===== config.mk =====
export PLATFORM = sky130hd
export DESIGN_NAME = bdte_ctrl
export DESIGN_NICKNAME = d
export VERILOG_FILES = /design/src/rtl/bdte_pkg.sv /design/src/rtl/bdte_ctrl.sv
export SDC_FILE = /design/constraint.sdc
export NUM_CORES = 1
export LEC_CHECK = 0
export BUFFER_PORTS_ARGS = -buffer_cell sky130_fd_sc_hd__buf_2
export CAP_MARGIN = 20
export CORE_MARGIN = 4
export CORE_UTILIZATION = 50
export CTS_CLUSTER_DIAMETER = 120
export DETAILED_ROUTE_END_ITERATION = 10
export PLACE_DENSITY = 0.85
export SYNTH_ARGS = -nofsm -noshare
export SYNTH_HDL_FRONTEND = slang
export SYNTH_SLANG_ARGS = --single-unit

===== constraint.sdc =====
create_clock -name clk -period 2 [get_ports clk]
set_input_delay 0.1 -clock clk [delete_from_list [all_inputs] [get_ports clk]]
set_output_delay 0.1 -clock clk [all_outputs]
set_load 0.02 [all_outputs]

===== src/rtl/bdte_pkg.sv =====
// Package for the broken-down time to epoch seconds converter.
// Holds the widths, the calendar tables, the state and command types and the parameter defaults.
// No dependencies.
package bdte_pkg;

	localparam int DEF_EPOCH_YEAR = 1970;
	localparam int DEF_MAX_YEAR   = 2199;
	localparam int BASE_YEAR      = 1900;

	localparam int FIELD_W = 32;
	localparam int IN_W    = 192;
	localparam int OUT_W   = 88;
	localparam int YEAR_W  = 12;
	localparam int DAY_W   = 20;
	localparam int DIV_W   = 31;
	localparam int DIVR_W  = 6;

	typedef enum logic [4:0] {
		ST_IDLE,
		ST_DIV_GO,
		ST_DIV_WAIT,
		ST_YCHK,
		ST_DBY_A,
		ST_DBY_B,
		ST_OFS,
		ST_DAYS,
		ST_DCHK,
		ST_YWALK,
		ST_MWALK,
		ST_WD_A,
		ST_WD_B,
		ST_ES_A,
		ST_ES_B,
		ST_FIN_OK,
		ST_FIN_BAD
	} state_t;

	typedef enum logic [3:0] {
		OP_NONE,
		OP_LOAD,
		OP_DIV_START,
		OP_DIV_FINISH,
		OP_DBY_A,
		OP_DBY_B,
		OP_OFS,
		OP_DAYS,
		OP_YWALK,
		OP_MWALK,
		OP_WD_A,
		OP_WD_B,
		OP_ES_A,
		OP_ES_B,
		OP_OUT_OK,
		OP_OUT_BAD
	} op_t;

	typedef struct packed {
		op_t        op;
		logic [1:0] k;
	} cmd_t;

	typedef struct packed {
		logic div_done;
		logic carry_ok;
		logic year_ok;
		logic d_ok;
		logic year_more;
		logic month_more;
	} sts_t;

	localparam logic [1:0] K_SEC  = 2'd0;
	localparam logic [1:0] K_MIN  = 2'd1;
	localparam logic [1:0] K_HOUR = 2'd2;
	localparam logic [1:0] K_MON  = 2'd3;

	function automatic logic [DIVR_W-1:0] carry_div(input logic [1:0] k);
		logic [DIVR_W-1:0] d;
		case (k)
			K_SEC:   d = 6'd60;
			K_MIN:   d = 6'd60;
			K_HOUR:  d = 6'd24;
			default: d = 6'd12;
		endcase
		return d;
	endfunction

	function automatic logic [4:0] month_len(input logic [3:0] m);
		logic [4:0] n;
		case (m)
			4'd1:    n = 5'd28;
			4'd3:    n = 5'd30;
			4'd5:    n = 5'd30;
			4'd8:    n = 5'd30;
			4'd10:   n = 5'd30;
			default: n = 5'd31;
		endcase
		return n;
	endfunction

	function automatic logic [8:0] cum_days(input logic [3:0] m);
		logic [8:0] n;
		case (m)
			4'd0:    n = 9'd0;
			4'd1:    n = 9'd31;
			4'd2:    n = 9'd59;
			4'd3:    n = 9'd90;
			4'd4:    n = 9'd120;
			4'd5:    n = 9'd151;
			4'd6:    n = 9'd181;
			4'd7:    n = 9'd212;
			4'd8:    n = 9'd243;
			4'd9:    n = 9'd273;
			4'd10:   n = 9'd304;
			default: n = 9'd334;
		endcase
		return n;
	endfunction

endpackage


===== src/rtl/bdte_ctrl.sv =====
// Controller: sequences carries, range checks, calendar walk and output handoff.
// Uses bdte_pkg types; drives the datapath through cmd_t and reads sts_t.
module bdte_ctrl (
	input  logic            clk,
	input  logic            arst_n,
	input  logic            s_tvalid,
	output logic            s_tready,
	output logic            m_tvalid,
	input  logic            m_tready,
	input  bdte_pkg::sts_t  sts,
	output bdte_pkg::cmd_t  cmd
);

	bdte_pkg::state_t state_q, state_n;
	logic [1:0]       k_q;
	logic             m_tvalid_q;
	logic             slot_free;

	assign slot_free = !m_tvalid_q || m_tready;

	always_comb begin
		state_n = state_q;
		case (state_q)
			bdte_pkg::ST_IDLE:     if (s_tvalid) state_n = bdte_pkg::ST_DIV_GO;
			bdte_pkg::ST_DIV_GO:   state_n = bdte_pkg::ST_DIV_WAIT;
			bdte_pkg::ST_DIV_WAIT: begin
				if (sts.div_done) begin
					if (!sts.carry_ok) state_n = bdte_pkg::ST_FIN_BAD;
					else if (k_q == bdte_pkg::K_MON) state_n = bdte_pkg::ST_YCHK;
					else state_n = bdte_pkg::ST_DIV_GO;
				end
			end
			bdte_pkg::ST_YCHK:
				state_n = sts.year_ok ? bdte_pkg::ST_DBY_A : bdte_pkg::ST_FIN_BAD;
			bdte_pkg::ST_DBY_A:    state_n = bdte_pkg::ST_DBY_B;
			bdte_pkg::ST_DBY_B:    state_n = bdte_pkg::ST_OFS;
			bdte_pkg::ST_OFS:      state_n = bdte_pkg::ST_DAYS;
			bdte_pkg::ST_DAYS:     state_n = bdte_pkg::ST_DCHK;
			bdte_pkg::ST_DCHK:
				state_n = sts.d_ok ? bdte_pkg::ST_YWALK : bdte_pkg::ST_FIN_BAD;
			bdte_pkg::ST_YWALK:    if (!sts.year_more) state_n = bdte_pkg::ST_MWALK;
			bdte_pkg::ST_MWALK:    if (!sts.month_more) state_n = bdte_pkg::ST_WD_A;
			bdte_pkg::ST_WD_A:     state_n = bdte_pkg::ST_WD_B;
			bdte_pkg::ST_WD_B:     state_n = bdte_pkg::ST_ES_A;
			bdte_pkg::ST_ES_A:     state_n = bdte_pkg::ST_ES_B;
			bdte_pkg::ST_ES_B:     state_n = bdte_pkg::ST_FIN_OK;
			bdte_pkg::ST_FIN_OK:   if (slot_free) state_n = bdte_pkg::ST_IDLE;
			bdte_pkg::ST_FIN_BAD:  if (slot_free) state_n = bdte_pkg::ST_IDLE;
			default:               state_n = bdte_pkg::ST_IDLE;
		endcase
	end

	always_comb begin
		cmd.op   = bdte_pkg::OP_NONE;
		cmd.k    = k_q;
		s_tready = 1'b0;
		case (state_q)
			bdte_pkg::ST_IDLE: begin
				s_tready = 1'b1;
				if (s_tvalid) cmd.op = bdte_pkg::OP_LOAD;
			end
			bdte_pkg::ST_DIV_GO:   cmd.op = bdte_pkg::OP_DIV_START;
			bdte_pkg::ST_DIV_WAIT: if (sts.div_done) cmd.op = bdte_pkg::OP_DIV_FINISH;
			bdte_pkg::ST_DBY_A:    cmd.op = bdte_pkg::OP_DBY_A;
			bdte_pkg::ST_DBY_B:    cmd.op = bdte_pkg::OP_DBY_B;
			bdte_pkg::ST_OFS:      cmd.op = bdte_pkg::OP_OFS;
			bdte_pkg::ST_DAYS:     cmd.op = bdte_pkg::OP_DAYS;
			bdte_pkg::ST_YWALK:    cmd.op = bdte_pkg::OP_YWALK;
			bdte_pkg::ST_MWALK:    cmd.op = bdte_pkg::OP_MWALK;
			bdte_pkg::ST_WD_A:     cmd.op = bdte_pkg::OP_WD_A;
			bdte_pkg::ST_WD_B:     cmd.op = bdte_pkg::OP_WD_B;
			bdte_pkg::ST_ES_A:     cmd.op = bdte_pkg::OP_ES_A;
			bdte_pkg::ST_ES_B:     cmd.op = bdte_pkg::OP_ES_B;
			bdte_pkg::ST_FIN_OK:   if (slot_free) cmd.op = bdte_pkg::OP_OUT_OK;
			bdte_pkg::ST_FIN_BAD:  if (slot_free) cmd.op = bdte_pkg::OP_OUT_BAD;
			default:               cmd.op = bdte_pkg::OP_NONE;
		endcase
	end

	always_ff @(posedge clk or negedge arst_n) begin
		if (!arst_n) begin
			state_q    <= bdte_pkg::ST_IDLE;
			k_q        <= bdte_pkg::K_SEC;
			m_tvalid_q <= 1'b0;
		end else begin
			state_q <= state_n;
			if (state_q == bdte_pkg::ST_IDLE) begin
				k_q <= bdte_pkg::K_SEC;
			end else if (state_q == bdte_pkg::ST_DIV_WAIT && sts.div_done) begin
				k_q <= k_q + 1'b1;
			end
			if ((cmd.op == bdte_pkg::OP_OUT_OK) || (cmd.op == bdte_pkg::OP_OUT_BAD)) begin
				m_tvalid_q <= 1'b1;
			end else if (m_tready) begin
				m_tvalid_q <= 1'b0;
			end
		end
	end

	assign m_tvalid = m_tvalid_q;

endmodule

==> impl_results.md <==
* Via density at 6.56
* Syn avg cell area at 7.65 um^2
* Final TNS setup at 0 ps
* Final Routed Wirelength at 2220 um
* Startpoint types: flip-flop
* Initial antenna violation count at 0
* Main area contributors after synthesis: dfrtp_1 25%, o21ai_0 5.0%, nand2_1 4.2%
* Met3 Track Usage GR at 5.64%
* CTS Root Cell: clkbuf_4
* Setup ws final at 115 ps
* Min Tclk post-route at 1880 ps
* TritonCTS buffer count at 3
* TritonCTS clock tree: built
* Peak Freq at 531 MHz
* Power Density at 1580 nW/um^2
* Seq/Total Area, Yosys at 25.2%
* Die W at 47.9 um
* Worst slack, placed at 170 ps
* Min-Delay Path Class: input pin to asynchronous set/reset pin
* Distinct cells, synth at 39
* Drt drc at 0
* Status: completed
* Critical path arrival at 2010 ps
* Number of global-route vias before repair at slightly above 800
* Post-synth top area share at 25.2%
* Post-route ant nets at 0
* Syn Std Cell Area at 796 um^2
* Crit path required time at roughly 2100 ps
* RSZ-0062 raised after global routing: no
* GR peak layer: met2
* Post-Place Cells at ~130
* Met2 usage at approximately a third
* Worst Setup End Kind: flip-flop
* Post-DP HPWL at between 1500 and 2000 um
* H-tree levels at 1
* Yosys Warn Count at 0
* Crit share post-route at 94.2%
* GR Overflow Total at 0
* Met1 usage at between 20% and 30%
* GPL Wtd Cong at 0.862
* Clock Path Buffers at 2
* Post-Layout Cell Count at 138
* Max cap viols at 0
* Cells after Synth at about 100
* Synth Flop Type: dfrtp_1
* Setup CP Type: flip-flop to flip-flop
* Port Buffers at 17
* Clock sink count at 8
* Number of core rows at 14
* Seq cells post-synth at 8
* Initial Util at 52.8%
* # diodes at 0
* Crit-path max FO at 17
* Final setup vio count at 0
* Worst Tran Pin Value at 485 ps
* Core area at 1510 um^2
* Nets@finish at 135
* Post-synth EDFFs at 0
* Io pins at 18
* Area Growth Syn to Fin at 18.9%
* WHS at around 210 ps
* IR drop worst, VDD at 973 uV
* Max Slew Vio Count at 0
* Clk_skew at 5.12 ps
* Leading area contributor after synthesis: dfrtp_1
* Initial drt markers at 39
* Largest net degree at the start of global routing at 20
* Post-synth net total at 115
* Die Footprint at 2290 um^2
* Worst-Skew Late Latency at approximately 250 ps
* Drt first pass iters at 4
* Layout cell share with drive strength beyond 1 at 27.9%
* Leakage at 0.404 nW
* Wirelength per Cell at 16.1 um
* Via Count at 905
* GRT Overall Usage at 21.4%
* Final hold viol count at 0
* Die H at 47.9 um
* Post-CTS Setup Bufs at 0
* First-pass GRT wire length at 3550 um
* Asr flop ratio synth at 100%
* Clock transition at path regs at 50 ps
* Relative slew slack at between 60 and 70%
-- synthesized netlist by cell type (all sizes together), types with 2 or more instances --
library cell	instances
nand4	2
dfrtp	8
or4	2
nor2	7
o31ai	3
clkbuf	4
buf	5
nand3	5
o32ai	2
nand3b	3
a22o	2
o21ai	8
o41ai	3
a211oi	3
nand2b	3
a21oi	6
inv	4
or3	4
nand2	9
nor2b	5
o2bb2ai	2
-- metrics by stage --
step                      util [%]  cell area, um^2  power (mW)
after CTS                     62.5              941        1.47
final                         62.8              946        1.49
after global placement        60.3              908        1.30
after floorplan                  -              796        1.06
after detailed placement      60.3              908        1.35
after global routing          62.8              946        1.62
-- area by class of cell --
cell class                      instances  area [um^2]
Clock buffer                            3         22.5
Fill cell                             135          561
Inverter                                4         15.0
Multi-Input combinational cell         83          546
Sequential cell                         8          203
Tap cell                               16         20.0
Timing Repair Buffer                   24          140
-- per-layer routing --
metal | up-vias | wire (um)
met2 | 58 | 1090
met3 | 2 | 218
met1 | 413 | 893
met4 | 0 | 17
li1 | 432 | -
met5 | - | 0
-- power by group --
part	leakage [nW]	total, mW	switching (mW)	internal, mW
clock network	0.0138	0.120	0.0513	0.0684
logic	0.288	0.977	0.565	0.412
registers	0.102	0.398	0.168	0.230
total	0.404	1.49	0.785	0.710
-- final timing paths --
| check | depth (start not counted) | endpoint | from | slack, ps |
|---|---|---|---|---|
| min reg2reg | 2 | k_q[0]$_DFFE_PN0P_ | k_q[0]$_DFFE_PN0P_ | 580 |
| max in group asynchronous | 2 | state_q[1]$_DFFE_PN0P_ | arst_n | 1600 |
| max reg2reg | 4 | state_q[3]$_DFFE_PN0P_ | state_q[3]$_DFFE_PN0P_ | 120 |
| min | 2 | state_q[2]$_DFFE_PN0P_ | arst_n | 210 |
| min in group clk | 4 | state_q[4]$_DFFE_PN0P_ | sts[3] | 240 |
| max | 4 | state_q[3]$_DFFE_PN0P_ | state_q[3]$_DFFE_PN0P_ | 120 |
-- repair_timing --
item | CTS | global route
gates resized for setup | 0 | 3
endpoints found under the hold margin | 8 | 0
hold buffers | 1 | 0
setup endpoints to repair | 0 | 2
-- worst max-delay path, stage by stage, from the launching register on --
cell and delay, ps:
dfrtp_1 550, or3_1 470, a2111oi_2 440, or3_1 210, o32ai_1 90
-- cell families (layout without fill, tap and decap cells) --
kind of cell | count (synthesis) | in the layout | synth area share, %
AOI/OAI and AO/OA | 37 | 37 | 35.5
DFF | 8 | 8 | 25.2
buffers and inverters | 13 | 31 | 6.60
adders and majority gates | 1 | 1 | 1.57
and+or+nand+nor | 45 | 45 | 31.1
-- registers in the layout, indices dropped and copies added, names as in the netlist --
signal    flops
k_q           2
m_tvalid      1
state_q       5
-- layout by cell type (no fill, tap or decap), drive strengths merged, types with 2 or more instances in the layout --
| master | count |
|---|---|
| nand3 | 5 |
| nand2 | 9 |
| nor2b | 5 |
| nor2 | 7 |
| o41ai | 3 |
| nand3b | 3 |
| dfrtp | 8 |
| a211oi | 3 |
| or3 | 4 |
| inv | 4 |
| nand2b | 3 |
| a21oi | 6 |
| o32ai | 2 |
| nand4 | 2 |
| o21ai | 8 |
| or4 | 2 |
| o2bb2ai | 2 |
| buf | 23 |
| a22o | 2 |
| o31ai | 3 |
| clkbuf | 3 |
Note: power is estimated with default switching activity, not from simulation.
